[src/design/dmn_pkg.sv]
// Shared constants, types and codes for the distributed mutex node.
// Used by every module of the design; depends on nothing.
package dmn_pkg;

  localparam int MAX_NODES = 16;
  localparam int SEQ_BITS = 16;

  localparam int ID_W = 5;
  localparam int SEQ_W = 16;
  localparam int KIND_W = 2;
  localparam int CFG_IDX_W = 2;
  localparam int CFG_DATA_W = 5;

  localparam int NODE_W = $clog2(MAX_NODES + 1);
  localparam int CMP_W = (NODE_W > ID_W) ? NODE_W : ID_W;
  localparam int PEND_W = $clog2(MAX_NODES);
  localparam int FLAG_IDX_W = $clog2(MAX_NODES);
  localparam int KIN_W = (SEQ_BITS > SEQ_W) ? SEQ_BITS : SEQ_W;

  localparam int Q_DEPTH = 2;
  localparam int Q_PTR_W = $clog2(Q_DEPTH);
  localparam int Q_CNT_W = $clog2(Q_DEPTH + 1);

  localparam logic [SEQ_BITS-1:0] SEQ_MAX = '1;

  localparam logic [CFG_IDX_W-1:0] CFG_MY_NODE_ID = CFG_IDX_W'(0);
  localparam logic [CFG_IDX_W-1:0] CFG_NODE_COUNT = CFG_IDX_W'(1);

  localparam logic [CFG_DATA_W-1:0] MY_NODE_ID_RESET = CFG_DATA_W'(1);
  localparam logic [CFG_DATA_W-1:0] NODE_COUNT_RESET = CFG_DATA_W'(4);

  typedef enum logic [1:0] {
    OP_REQUEST = 2'd0,
    OP_REPLY   = 2'd1,
    OP_ENTER   = 2'd2,
    OP_RELEASE = 2'd3
  } op_t;

  typedef enum logic [KIND_W-1:0] {
    KIND_REQUEST = 2'd0,
    KIND_REPLY   = 2'd1,
    KIND_GRANT   = 2'd2
  } kind_t;

  typedef enum logic [1:0] {
    ST_IDLE,
    ST_REQ_SWEEP,
    ST_REL_SWEEP
  } state_t;

  typedef struct packed {
    op_t                 op;
    logic [CMP_W-1:0]    from;
    logic [SEQ_BITS-1:0] seq;
  } cmd_t;

  typedef struct packed {
    logic [CMP_W-1:0] my_id;
    logic [CMP_W-1:0] count;
  } node_cfg_t;

endpackage

[src/design/dmn_front.sv]
// Input front end: accepts events, saturates sequence numbers and drops
// malformed events before they reach the command queue. Depends on dmn_pkg.
module dmn_front import dmn_pkg::*; (
  input  logic                  in_valid,
  output logic                  in_stall,
  input  logic [1:0]            opcode,
  input  logic [ID_W-1:0]       from_node,
  input  logic [SEQ_W-1:0]      seq_number,
  input  node_cfg_t             cfg,
  input  logic                  q_full,
  output logic                  push,
  output cmd_t                  push_cmd
);

  logic [KIN_W-1:0] kin;
  logic [CMP_W-1:0] from_ext;
  logic             sender_ok;
  logic             my_id_ok;
  logic             keep;

  assign kin = KIN_W'(seq_number);
  assign from_ext = CMP_W'(from_node);

  assign sender_ok = (from_ext != '0) && (from_ext <= cfg.count) && (from_ext != cfg.my_id);
  assign my_id_ok = (cfg.my_id != '0) && (cfg.my_id <= cfg.count);

  always_comb begin
    case (op_t'(opcode))
      OP_REQUEST: keep = sender_ok;
      OP_REPLY:   keep = sender_ok;
      OP_ENTER:   keep = my_id_ok;
      OP_RELEASE: keep = 1'b1;
      default:    keep = 1'b0;
    endcase
  end

  always_comb begin
    push_cmd.op = op_t'(opcode);
    push_cmd.from = from_ext;
    if (kin > KIN_W'(SEQ_MAX)) begin
      push_cmd.seq = SEQ_MAX;
    end else begin
      push_cmd.seq = SEQ_BITS'(kin);
    end
  end

  assign in_stall = q_full;
  assign push = in_valid && !q_full && keep;

endmodule

[src/design/dmn_queue.sv]
// Short command queue that decouples the front end from the sequencer.
// Depends on dmn_pkg.
module dmn_queue import dmn_pkg::*; (
  input  logic clk,
  input  logic rst,
  input  logic push,
  input  cmd_t push_cmd,
  output logic full,
  input  logic pop,
  output logic q_valid,
  output cmd_t q_cmd
);

  cmd_t               entries [Q_DEPTH];
  logic [Q_PTR_W-1:0] wptr;
  logic [Q_PTR_W-1:0] rptr;
  logic [Q_CNT_W-1:0] count;

  assign full = (count == Q_CNT_W'(Q_DEPTH));
  assign q_valid = (count != '0);
  assign q_cmd = entries[rptr];

  always_ff @(posedge clk) begin
    if (push) begin
      entries[wptr] <= push_cmd;
    end
  end

  always_ff @(posedge clk) begin
    if (rst) begin
      wptr <= '0;
      rptr <= '0;
      count <= '0;
    end else begin
      if (push) begin
        wptr <= (wptr == Q_PTR_W'(Q_DEPTH - 1)) ? '0 : wptr + 1'b1;
      end
      if (pop) begin
        rptr <= (rptr == Q_PTR_W'(Q_DEPTH - 1)) ? '0 : rptr + 1'b1;
      end
      case ({push, pop})
        2'b10:   count <= count + 1'b1;
        2'b01:   count <= count - 1'b1;
        default: count <= count;
      endcase
    end
  end

endmodule

[src/design/dmn_back.sv]
// Protocol sequencer: holds the mutual exclusion state, executes queued
// events and drives the registered result stage. Depends on dmn_pkg.
module dmn_back import dmn_pkg::*; (
  input  logic               clk,
  input  logic               rst,
  input  node_cfg_t          cfg,
  input  logic               q_valid,
  input  cmd_t               q_cmd,
  output logic               pop,
  output logic               out_valid,
  input  logic               out_stall,
  output logic [KIND_W-1:0]  kind,
  output logic [ID_W-1:0]    dest_node,
  output logic [SEQ_W-1:0]   seq_out,
  output logic               last
);

  state_t               state;
  state_t               state_next;
  logic [CMP_W-1:0]     idx;
  logic [CMP_W-1:0]     idx_next;
  logic                 requesting;
  logic                 requesting_next;
  logic [SEQ_BITS-1:0]  own_seq;
  logic [SEQ_BITS-1:0]  own_seq_next;
  logic [SEQ_BITS-1:0]  highest_seq;
  logic [SEQ_BITS-1:0]  highest_seq_next;
  logic [PEND_W-1:0]    pending;
  logic [PEND_W-1:0]    pending_next;
  logic [MAX_NODES-1:0] flags;
  logic [MAX_NODES-1:0] flags_next;

  logic                 out_free;
  logic                 node_is_me;
  logic [FLAG_IDX_W-1:0] flag_idx;
  logic                 flag_hit;
  logic [MAX_NODES-1:0] my_mask;
  logic [MAX_NODES-1:0] cur_mask;
  logic                 rest;
  logic                 end_req;
  logic                 end_rel;
  logic                 req_move;
  logic                 rel_move;
  logic                 defer;
  logic [SEQ_BITS-1:0]  next_own;

  logic                 emit;
  kind_t                e_kind;
  logic [ID_W-1:0]      e_dest;
  logic [SEQ_W-1:0]     e_seq;
  logic                 e_last;

  assign out_free = !out_valid || !out_stall;
  assign node_is_me = (idx == cfg.my_id);
  assign flag_idx = FLAG_IDX_W'(idx - 1'b1);
  assign flag_hit = flags[flag_idx] && !node_is_me;
  assign cur_mask = MAX_NODES'(1) << flag_idx;

  always_comb begin
    for (int i = 0; i < MAX_NODES; i++) begin
      my_mask[i] = (cfg.my_id == CMP_W'(i + 1));
    end
  end

  assign rest = |(flags & ~cur_mask & ~my_mask);
  assign end_req = (idx == cfg.count);
  assign end_rel = (idx == CMP_W'(MAX_NODES));
  assign req_move = node_is_me || out_free;
  assign rel_move = !flag_hit || out_free;
  assign pop = (state == ST_IDLE) && q_valid && out_free;
  assign defer = requesting &&
                 ((q_cmd.seq > own_seq) || ((q_cmd.seq == own_seq) && (q_cmd.from > cfg.my_id)));
  assign next_own = (highest_seq == SEQ_MAX) ? SEQ_MAX : highest_seq + 1'b1;

  always_comb begin
    state_next = state;
    case (state)
      ST_IDLE: begin
        if (pop && (q_cmd.op == OP_ENTER) && !requesting && (cfg.count != CMP_W'(1))) begin
          state_next = ST_REQ_SWEEP;
        end else if (pop && (q_cmd.op == OP_RELEASE)) begin
          state_next = ST_REL_SWEEP;
        end
      end
      ST_REQ_SWEEP: begin
        if (req_move && end_req) begin
          state_next = ST_IDLE;
        end
      end
      ST_REL_SWEEP: begin
        if (rel_move && end_rel) begin
          state_next = ST_IDLE;
        end
      end
      default: state_next = ST_IDLE;
    endcase
  end

  always_comb begin
    emit = 1'b0;
    e_kind = KIND_REPLY;
    e_dest = '0;
    e_seq = '0;
    e_last = 1'b1;
    idx_next = idx;
    requesting_next = requesting;
    own_seq_next = own_seq;
    highest_seq_next = highest_seq;
    pending_next = pending;
    flags_next = flags;
    case (state)
      ST_IDLE: begin
        if (pop) begin
          case (q_cmd.op)
            OP_REQUEST: begin
              if (q_cmd.seq > highest_seq) begin
                highest_seq_next = q_cmd.seq;
              end
              if (defer) begin
                flags_next[FLAG_IDX_W'(q_cmd.from - 1'b1)] = 1'b1;
              end else begin
                emit = 1'b1;
                e_kind = KIND_REPLY;
                e_dest = ID_W'(q_cmd.from);
              end
            end
            OP_REPLY: begin
              if (requesting && (pending != '0)) begin
                pending_next = pending - 1'b1;
                if (pending == PEND_W'(1)) begin
                  emit = 1'b1;
                  e_kind = KIND_GRANT;
                end
              end
            end
            OP_ENTER: begin
              if (!requesting) begin
                own_seq_next = next_own;
                requesting_next = 1'b1;
                pending_next = PEND_W'(cfg.count - 1'b1);
                idx_next = CMP_W'(1);
                if (cfg.count == CMP_W'(1)) begin
                  emit = 1'b1;
                  e_kind = KIND_GRANT;
                end
              end
            end
            OP_RELEASE: begin
              requesting_next = 1'b0;
              pending_next = '0;
              idx_next = CMP_W'(1);
            end
            default: ;
          endcase
        end
      end
      ST_REQ_SWEEP: begin
        if (req_move) begin
          idx_next = CMP_W'(idx + 1'b1);
          if (!node_is_me) begin
            emit = 1'b1;
            e_kind = KIND_REQUEST;
            e_dest = ID_W'(idx);
            e_seq = SEQ_W'(own_seq);
            e_last = end_req ||
                     ((CMP_W'(idx + 1'b1) == cfg.count) && (cfg.count == cfg.my_id));
          end
        end
      end
      ST_REL_SWEEP: begin
        if (rel_move) begin
          idx_next = CMP_W'(idx + 1'b1);
          flags_next[flag_idx] = 1'b0;
          if (flag_hit) begin
            emit = 1'b1;
            e_kind = KIND_REPLY;
            e_dest = ID_W'(idx);
            e_last = !rest;
          end
        end
      end
      default: ;
    endcase
  end

  always_ff @(posedge clk) begin
    if (rst) begin
      state <= ST_IDLE;
      idx <= '0;
      requesting <= 1'b0;
      own_seq <= '0;
      highest_seq <= '0;
      pending <= '0;
      flags <= '0;
      out_valid <= 1'b0;
    end else begin
      state <= state_next;
      idx <= idx_next;
      requesting <= requesting_next;
      own_seq <= own_seq_next;
      highest_seq <= highest_seq_next;
      pending <= pending_next;
      flags <= flags_next;
      if (emit) begin
        out_valid <= 1'b1;
      end else if (!out_stall) begin
        out_valid <= 1'b0;
      end
    end
  end

  always_ff @(posedge clk) begin
    if (emit) begin
      kind <= e_kind;
      dest_node <= e_dest;
      seq_out <= e_seq;
      last <= e_last;
    end
  end

  assert property (@(posedge clk) disable iff (rst) !requesting |-> (pending == '0))
    else $error("Replies pending while no request is outstanding.");

  assert property (@(posedge clk) disable iff (rst)
                   requesting |-> (CMP_W'(pending) < cfg.count))
    else $error("Pending reply count exceeds the number of other nodes.");

  assert property (@(posedge clk) disable iff (rst) (state == ST_REQ_SWEEP) |-> requesting)
    else $error("Request sweep running without an outstanding request.");

  assert property (@(posedge clk) disable iff (rst) (state == ST_REL_SWEEP) |-> !requesting)
    else $error("Release sweep running while still requesting.");

  assert property (@(posedge clk) disable iff (rst) (out_valid && out_stall) |-> !emit)
    else $error("Result written over a stalled beat.");

endmodule

[src/design/distributed_mutex_node.sv]
// Top level of one Ricart-Agrawala mutual exclusion node: configuration
// registers, front end, command queue and sequencer.
// Depends on dmn_pkg, dmn_front, dmn_queue and dmn_back.
//
//   Channel  Handshake                Beat contents
//   -------  -----------------------  -----------------------------------
//   input    in_valid / in_stall      opcode, from_node, seq_number
//   output   out_valid / out_stall    kind, dest_node, seq_out, last
//   config   cfg_valid / cfg_ready    cfg_index, cfg_data
//
// An incoming request or reply is handled from idle, as is a local enter
// with no other node. A local enter with other nodes then sweeps node ids 1
// to node_count, and a release sweeps every node id up to MAX_NODES, one step
// per node id; a step that sends a beat waits while the output is stalled.
// Dropped events never reach the queue and take no sequencer time.
// Synchronous reset clears the protocol state, deferred flags and queue and
// restores my_node_id 1 and node_count 4. A two-entry queue lets the input
// side keep accepting while the sequencer waits on a stalled output beat.
module distributed_mutex_node import dmn_pkg::*; (
  input  logic                  clk,
  input  logic                  rst,
  input  logic                  in_valid,
  output logic                  in_stall,
  input  logic [1:0]            opcode,
  input  logic [ID_W-1:0]       from_node,
  input  logic [SEQ_W-1:0]      seq_number,
  output logic                  out_valid,
  input  logic                  out_stall,
  output logic [KIND_W-1:0]     kind,
  output logic [ID_W-1:0]       dest_node,
  output logic [SEQ_W-1:0]      seq_out,
  output logic                  last,
  input  logic                  cfg_valid,
  output logic                  cfg_ready,
  input  logic [CFG_IDX_W-1:0]  cfg_index,
  input  logic [CFG_DATA_W-1:0] cfg_data
);

  logic [CFG_DATA_W-1:0] my_node_id;
  logic [CFG_DATA_W-1:0] node_count;
  logic [CMP_W-1:0]      count_raw;
  node_cfg_t             cfg;
  logic                  q_full;
  logic                  push;
  cmd_t                  push_cmd;
  logic                  pop;
  logic                  q_valid;
  cmd_t                  q_cmd;

  assign cfg_ready = 1'b1;

  always_ff @(posedge clk) begin
    if (rst) begin
      my_node_id <= MY_NODE_ID_RESET;
      node_count <= NODE_COUNT_RESET;
    end else if (cfg_valid && cfg_ready) begin
      case (cfg_index)
        CFG_MY_NODE_ID: my_node_id <= cfg_data;
        CFG_NODE_COUNT: node_count <= cfg_data;
        default: ;
      endcase
    end
  end

  assign count_raw = CMP_W'(node_count);

  always_comb begin
    cfg.my_id = CMP_W'(my_node_id);
    if (count_raw == '0) begin
      cfg.count = CMP_W'(1);
    end else if (count_raw > CMP_W'(MAX_NODES)) begin
      cfg.count = CMP_W'(MAX_NODES);
    end else begin
      cfg.count = count_raw;
    end
  end

  dmn_front u_front (
    .in_valid   (in_valid),
    .in_stall   (in_stall),
    .opcode     (opcode),
    .from_node  (from_node),
    .seq_number (seq_number),
    .cfg        (cfg),
    .q_full     (q_full),
    .push       (push),
    .push_cmd   (push_cmd)
  );

  dmn_queue u_queue (
    .clk      (clk),
    .rst      (rst),
    .push     (push),
    .push_cmd (push_cmd),
    .full     (q_full),
    .pop      (pop),
    .q_valid  (q_valid),
    .q_cmd    (q_cmd)
  );

  dmn_back u_back (
    .clk       (clk),
    .rst       (rst),
    .cfg       (cfg),
    .q_valid   (q_valid),
    .q_cmd     (q_cmd),
    .pop       (pop),
    .out_valid (out_valid),
    .out_stall (out_stall),
    .kind      (kind),
    .dest_node (dest_node),
    .seq_out   (seq_out),
    .last      (last)
  );

endmodule

[config.mk]
export PLATFORM = sky130hd
export DESIGN_NAME = distributed_mutex_node
export DESIGN_NICKNAME = d
export VERILOG_FILES = /design/src/design/dmn_pkg.sv /design/src/design/dmn_front.sv /design/src/design/dmn_queue.sv /design/src/design/dmn_back.sv /design/src/design/distributed_mutex_node.sv
export SDC_FILE = /design/constraint.sdc
export NUM_CORES = 1
export LEC_CHECK = 0
export BUFFER_PORTS_ARGS = -buffer_cell sky130_fd_sc_hd__clkbuf_2
export CORE_MARGIN = 2
export CORE_UTILIZATION = 50
export DETAILED_ROUTE_END_ITERATION = 12
export GPL_TIMING_DRIVEN = 0
export HOLD_SLACK_MARGIN = 0.03
export PLACE_DENSITY_LB_ADDON = 0.08
export SYNTH_ARGS = -nofsm -noshare
export SYNTH_HDL_FRONTEND = slang
export SYNTH_SLANG_ARGS = --single-unit
[constraint.sdc]
create_clock -name clk -period 9.14 [get_ports clk]
set_clock_uncertainty 0.15 [all_clocks]
set_input_delay 2.742 -clock clk [delete_from_list [all_inputs] [get_ports clk]]
set_output_delay 2.742 -clock clk [all_outputs]
set_load 0.01 [all_outputs]
---- Word level (Yosys, flattened, before mapping) ----
Memory sizes are Yosys's and may differ from the RTL's. A register that Yosys moved wholly into a read port is not among the register bits.
Index checks and enable logic that the tools add are counted.
W data, S select, Z words.
word-level totals
  memories kept ........................... 1
  word-level logic and storage cells ...... 234
  bits in registers ....................... 99
  RAM bits ................................ 46
  bits of input ports ..................... 35
cells by class
  magnitude comparators ................... 11
  bitwise gates (word level) .............. 10
  shift-type cells ........................ 1
  reductions and logical operators ........ 58
  add/subtract/negate cells ............... 10
  eq/ne operators ......................... 52
  mux-type cells .......................... 74
memory list
  memory           depth  bits a word  rd ports  clocked after Yosys merged registers in  wr ports  RTL line         RTL
  u_queue.entries  2      23           1         1                                        1         dmn_queue.sv:14  cmd_t entries [Q_DEPTH];
operators by type and width
  cell                     count
  $mux W16                 6
  $mux W5                  13
  $and A16 B16 Y16         3
  $not A16 Y16             3
  $eq A5 B4 Y1 const B     8
  $gt A16 B16 Y1           2
  $pmux W16 S2             1
  $pmux W5 S3              2
  $mux W1                  26
  $eq A5 B3 Y1 const B     4
  $eq A5 B5 Y1             4
  $logic_and A1 B1 Y1      20
  $mux W2                  10
  $add A16 B1 Y16 const B  1
  $eq A16 B16 Y1           1
  $eq A16 B16 Y1 const B   1
  $gt A16 B16 Y1 const B   1
  $ne A2 B1 Y1 const B     8
  $or A16 B16 Y16          1
  $reduce_or A16 Y1        1
  $shl A1 B4 Y16 const A   1
  $sub A4 B1 Y4 const B    4
  $eq A2 B2 Y1 const B     7
  $pmux W2 S2              3
  other kinds (42)         85

---- Longest topological paths before layout ----
  depth after elaboration ................. 10
  gate-level depth with buffers ........... 15
  gate-level depth less buffers ........... 14

---- Modules after synthesis ----
A second synthesis with hierarchy kept.
second synthesis, totals
  cells, all modules ...................... 893
  area, all modules ....................... 8788.4 um^2
modules (own cells, without submodules)
  module                  cells an instance  instances  area an instance (um^2)
  dmn_back                680                1          5931.9
  dmn_queue               93                 1          1858.0
  dmn_front               71                 1          518.0
  distributed_mutex_node  49                 1          480.5

---- Worst setup path before layout ----
Ideal clock, no wire load.
  kind .................................... in2reg
  start point ............................. input port from_node[3]
  end point ............................... memory u_queue.entries[0][0] in the netlist's numbering, enable pin
  data required time ...................... 8.587 ns
  stages on the path ...................... 8
  library setup time ...................... 0.403 ns
  data arrival time ....................... 5.098 ns
  path slack .............................. 3.489 ns
  cell sequence ........................... ha_1 > a21oi_1 > nor2b_1 > o22ai_1 > a31oi_1 > a2111oi_1 > inv_1 > nor2_1
on the way
  cells in the longest elaborated chain, start to end .. 7
  elaborated cells between the ends (all ways) .. 9
ends and longest elaborated chain
  what                                                       RTL line                      RTL
  from (decl)                                                distributed_mutex_node.sv:25  input logic [ID_W-1:0] from_node,
  $le A5 B5 Y1 / $reduce_bool A5 Y1 (equally long branches)  dmn_front.sv:24               assign sender_ok = (from_ext != '0) && (from_ext <= cfg.count) && (from_ext != cfg.my_id);
  $logic_and A1 B1 Y1                                        dmn_front.sv:24
  $logic_and A1 B1 Y1 (*)                                    dmn_front.sv:24
  $pmux W1 S3 (*)                                            dmn_front.sv:28               case (op_t'(opcode))
  $logic_and A1 B1 Y1 (*)                                    dmn_front.sv:48               assign push = in_valid && !q_full && keep;
  $mux W1 (*)                                                dmn_queue.sv:24               if (push) begin
  $mux W1 (not written as such) (*)                          dmn_queue.sv:25               entries[wptr] <= push_cmd;
  to (decl)                                                  dmn_queue.sv:14
Every way passes the cells marked *; elsewhere a longest branch is shown, timed or not.

==> qor.txt <==
==========================================================================================
Via density per instance                                                              5.98
PnR Total Power                                                                    2.47 mW
Root buf cell                                                                 sky130_fd_sc_hd__clkbuf_16
Instance area at placement                                                        9090 um2
Measured slew at the worst slew-check pin                                          1120 ps
Total area of multi-input combinational cells                                     4410 um2
PD cells                                                                        254 nW/um2
Number of H-tree branching levels                                                        4
Shortest clock period the worst path allows after layout                           5330 ps
Setup Crit Path Kind                                                               reg2reg
Setup violation total in the final timing report                                         0
Share of power burned in the clock network                                           29.2%
Register Area                                                                     3620 um2
Standby leakage power                                                              3.63 nW
Worst IR drop on VDD                                                              0.185 mV
Largest net degree at the start of global routing                                       25
Drt total wl                                                                     23,100 um
Die height                                                                          134 um
Upper clock frequency limit                                                      0.188 GHz
Vias after detailed routing                                                          7,058
Maximum number of buffers from clock root to sink                                        2
Max-slew violation count                                                                 0
CP startpoint kind                                                               flip-flop
Worst Hold Endpoint                                                           u_back.own_seq[14]$_SDFFE_PP0P_
Part of the total power dissipated in combinational logic                            37.5%
Gate count of the mapped netlist                                                       868
Most used DFF post-synth                                                      sky130_fd_sc_hd__dfxtp_1
Share of the yosys chip area belonging to registers                                  42.6%
Critical Path AT                                                                   5220 ps
Post-CTS setup buffers                                                                   0
Clock edge transition at the registers on the reported setup and hold paths          60 ps
I/O Pins                                                                                62
Worst slew slack as a fraction of its limit                                          23.0%
Synth Cell Area                                                                   8500 um2
Width of the chip                                                                   134 um
Post-route cell area                                                              9700 um2
Portion of the clock cycle consumed by the worst path in the final layout            58.3%
Cell internal pwr                                                                  1.55 mW
Largest driver fanout on the critical path                                              24
Remaining DRCs                                                                           0
HP Class                                                                           reg2reg
Endpoint required time on the critical path                                        9030 ps
Net count after synthesis                                                              970
Synthesized area divided by synthesized cell count                                9.79 um2
Reg-to-reg critical path endpoint                                             u_back.last$_DFFE_PP_
Count of distinct cell types in the synthesized netlist                                 79
Post-DRT Antenna Nets                                                                    0
Initial antenna violation count                                                          0
Unrepaired setup endpoints after global routing                                      false
Nets                                                                                 1,050
Final Worst Setup Slack                                                            3810 ps
Total count of hold-check failures in the final report                                   0
Yosys warning total                                                                      0
Final antenna diode count                                                                0
Total of hold buffers inserted after clock tree synthesis                                0
Num Clock Sinks                                                                        146
Proportion of power drawn by flip-flops and latches                                  33.3%
FF+latch count, synth                                                                  146
Setup slack of the worst register-to-register path                                 3810 ps
DR pass1 iterations                                                                      5
Clk_lat worst skew                                                                  430 ps
Worst setup slack before clock tree synthesis                                      3370 ps
Row count                                                                               47
Result of the run                                                             complete, no violations
EDFF count, synth                                                                       70
Post-DP HPWL                                                                     17,800 um
Worst Hold Depth                                                                         2
Global-route wire length before repair                                           36,400 um
Placeable core region                                                           16,600 um2
Cts bufs inserted                                                                       17
Weighted congestion reported at the end of routability-driven placement              0.934
Post-detailed-route wirelength per cell                                            19.6 um
Post-cts repair resize count                                                             0
Vias in the first global route                                                       6,587
Count of maximum capacitance violations                                                  0
Initial standard-cell utilization of the core                                        51.3%
Final setup TNS                                                                       0 ps
Total GRT Usage                                                                      26.4%
Worst Min Path Start                                                          u_back.own_seq[14]$_SDFFE_PP0P_
Remaining global-route overflow                                                          0
Fill cell total of the finished layout                                               1,453
R2R depth                                                                               12
Switch Pwr                                                                        0.916 mW
Die area                                                                        18,100 um2
TritonCTS clock tree                                                                   yes
Asr flop ratio synth                                                                    0%
Initial DRC count                                                                      883
Endpoint class of the critical path                                              flip-flop
P&R area growth vs syn                                                               14.1%
Number of buffer cells added on primary ports                                           60
Layout cells sized above 1                                                           14.9%
Switching Share                                                                      37.2%
==========================================================================================
metrics by stage:
stage | hold WS (ps) | utilization (%) | instances
detailed placement | 301 | 54.8 | 1149
CTS | 310 | 58.5 | 1181
global placement | 292 | 54.7 | 1148
global route | 345 | 58.5 | 1181
finish | 307 | 58.5 | 1181
floorplan | 282 | - | 868
critical path, cell delays in order, from the launching register on:
cell and delay [ps]:
sky130_fd_sc_hd__dfxtp_1 300, sky130_fd_sc_hd__clkbuf_1 260, sky130_fd_sc_hd__buf_1 520, sky130_fd_sc_hd__buf_1 530
sky130_fd_sc_hd__mux2_2 470, sky130_fd_sc_hd__ha_1 340, sky130_fd_sc_hd__and4_1 200, sky130_fd_sc_hd__nand3_1 110
sky130_fd_sc_hd__a221o_1 280, sky130_fd_sc_hd__a32oi_1 750, sky130_fd_sc_hd__o22ai_1 230, sky130_fd_sc_hd__o21bai_1 340
sky130_fd_sc_hd__inv_1 450
state kept, by name, indices dropped and copies added (netlist names), 5 cells and up, named ones only:
signal              count
u_back.seq_out         16
my_node_id              5
u_queue.entries        46
count_raw               5
u_back.flags           16
u_back.dest_node        5
u_back.idx              5
u_back.own_seq         16
u_back.highest_seq     16
cells in the mapped netlist, types with 3 or more instances:
cell	instances	area share, %
sky130_fd_sc_hd__nor3_1	42	2.5
sky130_fd_sc_hd__ha_1	67	9.9
sky130_fd_sc_hd__o21a_1	6	0.53
sky130_fd_sc_hd__a22o_1	5	0.52
sky130_fd_sc_hd__a21boi_0	3	0.26
sky130_fd_sc_hd__a21oi_1	39	2.3
sky130_fd_sc_hd__buf_1	3	0.13
sky130_fd_sc_hd__a221oi_1	17	1.8
sky130_fd_sc_hd__and4_1	4	0.41
sky130_fd_sc_hd__a211oi_1	8	0.71
sky130_fd_sc_hd__a22oi_1	4	0.35
sky130_fd_sc_hd__buf_2	4	0.24
sky130_fd_sc_hd__nor2_1	54	2.4
sky130_fd_sc_hd__mux2i_1	26	3.1
sky130_fd_sc_hd__clkbuf_1	27	1.2
sky130_fd_sc_hd__edfxtp_1	70	25
sky130_fd_sc_hd__a32oi_1	5	0.52
sky130_fd_sc_hd__nand2b_1	6	0.44
sky130_fd_sc_hd__o31ai_1	5	0.44
sky130_fd_sc_hd__nand2_1	93	4.1
sky130_fd_sc_hd__o21ai_0	26	1.5
sky130_fd_sc_hd__xor2_1	13	1.3
sky130_fd_sc_hd__a41oi_1	6	0.62
sky130_fd_sc_hd__mux2_2	18	2.4
sky130_fd_sc_hd__nand3_1	20	1.2
sky130_fd_sc_hd__inv_1	64	2.8
sky130_fd_sc_hd__or4_1	3	0.26
sky130_fd_sc_hd__clkbuf_8	5	0.81
sky130_fd_sc_hd__o211ai_1	4	0.35
sky130_fd_sc_hd__a31oi_1	9	0.66
sky130_fd_sc_hd__nor2b_1	8	0.59
sky130_fd_sc_hd__and2_1	8	0.59
sky130_fd_sc_hd__o311ai_0	3	0.31
sky130_fd_sc_hd__mux4_1	4	1.2
sky130_fd_sc_hd__a31o_2	7	0.72
sky130_fd_sc_hd__a21o_1	4	0.35
sky130_fd_sc_hd__o221ai_1	4	0.41
sky130_fd_sc_hd__o22ai_1	8	0.59
sky130_fd_sc_hd__dfxtp_1	76	18
sky130_fd_sc_hd__nor4_1	3	0.22
sky130_fd_sc_hd__a311oi_1	3	0.31
sky130_fd_sc_hd__nand4_1	13	0.96
sky130_fd_sc_hd__xnor2_1	25	2.6
layout make-up:
class / instances / area share [%]
Clock inverter: 13 / 1.79
Clock buffer: 19 / 4.46
Inverter: 65 / 2.52
Buffer: 42 / 2.28
Timing Repair Buffer: 61 / 3.25
Multi-Input combinational cell: 615 / 45.5
Tap cell: 220 / 2.84
Sequential cell: 146 / 37.4
power by group through the flow:
stage                     combinational [mW]  clock (mW)  sequential [mW]
after CTS                              0.908       0.728            0.819
after detailed placement               0.901           0            0.833
after floorplan                        0.640           0            0.830
after global routing                    1.02       0.756            0.830
after global placement                 0.872           0            0.829
final                                  0.925       0.721            0.820
per-layer routing:
layer | vias to the layer above | track usage, % | part of all wire [%]
met5 | - | 0 | 0
met4 | 0 | 7.31 | 1.6
met3 | 34 | 4.88 | 7.5
met2 | 326 | 38.6 | 43
met1 | 3332 | 39.9 | 48
li1 | 3366 | - | -
cell usage in the layout, fill, tap and decap left out, types with 5 or more instances in the layout:
| master | n |
|---|---|
| sky130_fd_sc_hd__nand4_1 | 13 |
| sky130_fd_sc_hd__o22ai_1 | 8 |
| sky130_fd_sc_hd__nand2_1 | 93 |
| sky130_fd_sc_hd__dfxtp_1 | 76 |
| sky130_fd_sc_hd__a221oi_1 | 17 |
| sky130_fd_sc_hd__a31oi_1 | 9 |
| sky130_fd_sc_hd__a211oi_1 | 8 |
| sky130_fd_sc_hd__clkbuf_1 | 29 |
| sky130_fd_sc_hd__xor2_1 | 13 |
| sky130_fd_sc_hd__mux2_2 | 18 |
| sky130_fd_sc_hd__clkbuf_8 | 5 |
| sky130_fd_sc_hd__a32oi_1 | 5 |
| sky130_fd_sc_hd__nor3_1 | 42 |
| sky130_fd_sc_hd__ha_1 | 67 |
| sky130_fd_sc_hd__nand2b_1 | 6 |
| sky130_fd_sc_hd__inv_1 | 64 |
| sky130_fd_sc_hd__clkbuf_16 | 17 |
| sky130_fd_sc_hd__nand3_1 | 20 |
| sky130_fd_sc_hd__edfxtp_1 | 70 |
| sky130_fd_sc_hd__clkbuf_2 | 61 |
| sky130_fd_sc_hd__a22o_1 | 5 |
| sky130_fd_sc_hd__a41oi_1 | 6 |
| sky130_fd_sc_hd__a31o_2 | 7 |
| sky130_fd_sc_hd__xnor2_1 | 25 |
| sky130_fd_sc_hd__o21a_1 | 6 |
| sky130_fd_sc_hd__o31ai_1 | 5 |
| sky130_fd_sc_hd__nor2_1 | 53 |
| sky130_fd_sc_hd__o21ai_0 | 26 |
| sky130_fd_sc_hd__a21oi_1 | 39 |
| sky130_fd_sc_hd__and2_1 | 8 |
| sky130_fd_sc_hd__nor2b_1 | 8 |
| sky130_fd_sc_hd__mux2i_1 | 26 |
worst max path at each step:
stage	startpoint	endpoint	cells past startpoint
after global placement	from_node[3]	u_queue.entries[0][10]$_DFFE_PP_	9
after CTS	from_node[3]	u_queue.entries[1][5]$_DFFE_PP_	8
after detailed placement	from_node[3]	u_queue.entries[1][10]$_DFFE_PP_	8
final	flip-flop	u_back.last$_DFFE_PP_	12
after global routing	flip-flop	u_back.last$_DFFE_PP_	12
after floorplan	from_node[3]	u_queue.entries[0][0]$_DFFE_PP_	8
cell families after synthesis:
logic type | after synthesis | share of synthesized area [%]
simple gates | 269 | 15.0
xor+xnor | 38 | 3.92
compound gates | 190 | 16.0
fa+ha+maj | 68 | 9.98
other cells | 1 | 0.0441
buf+inv | 107 | 5.48
flops | 146 | 42.6
mux | 49 | 6.95
(Power assumes the default switching activity.)
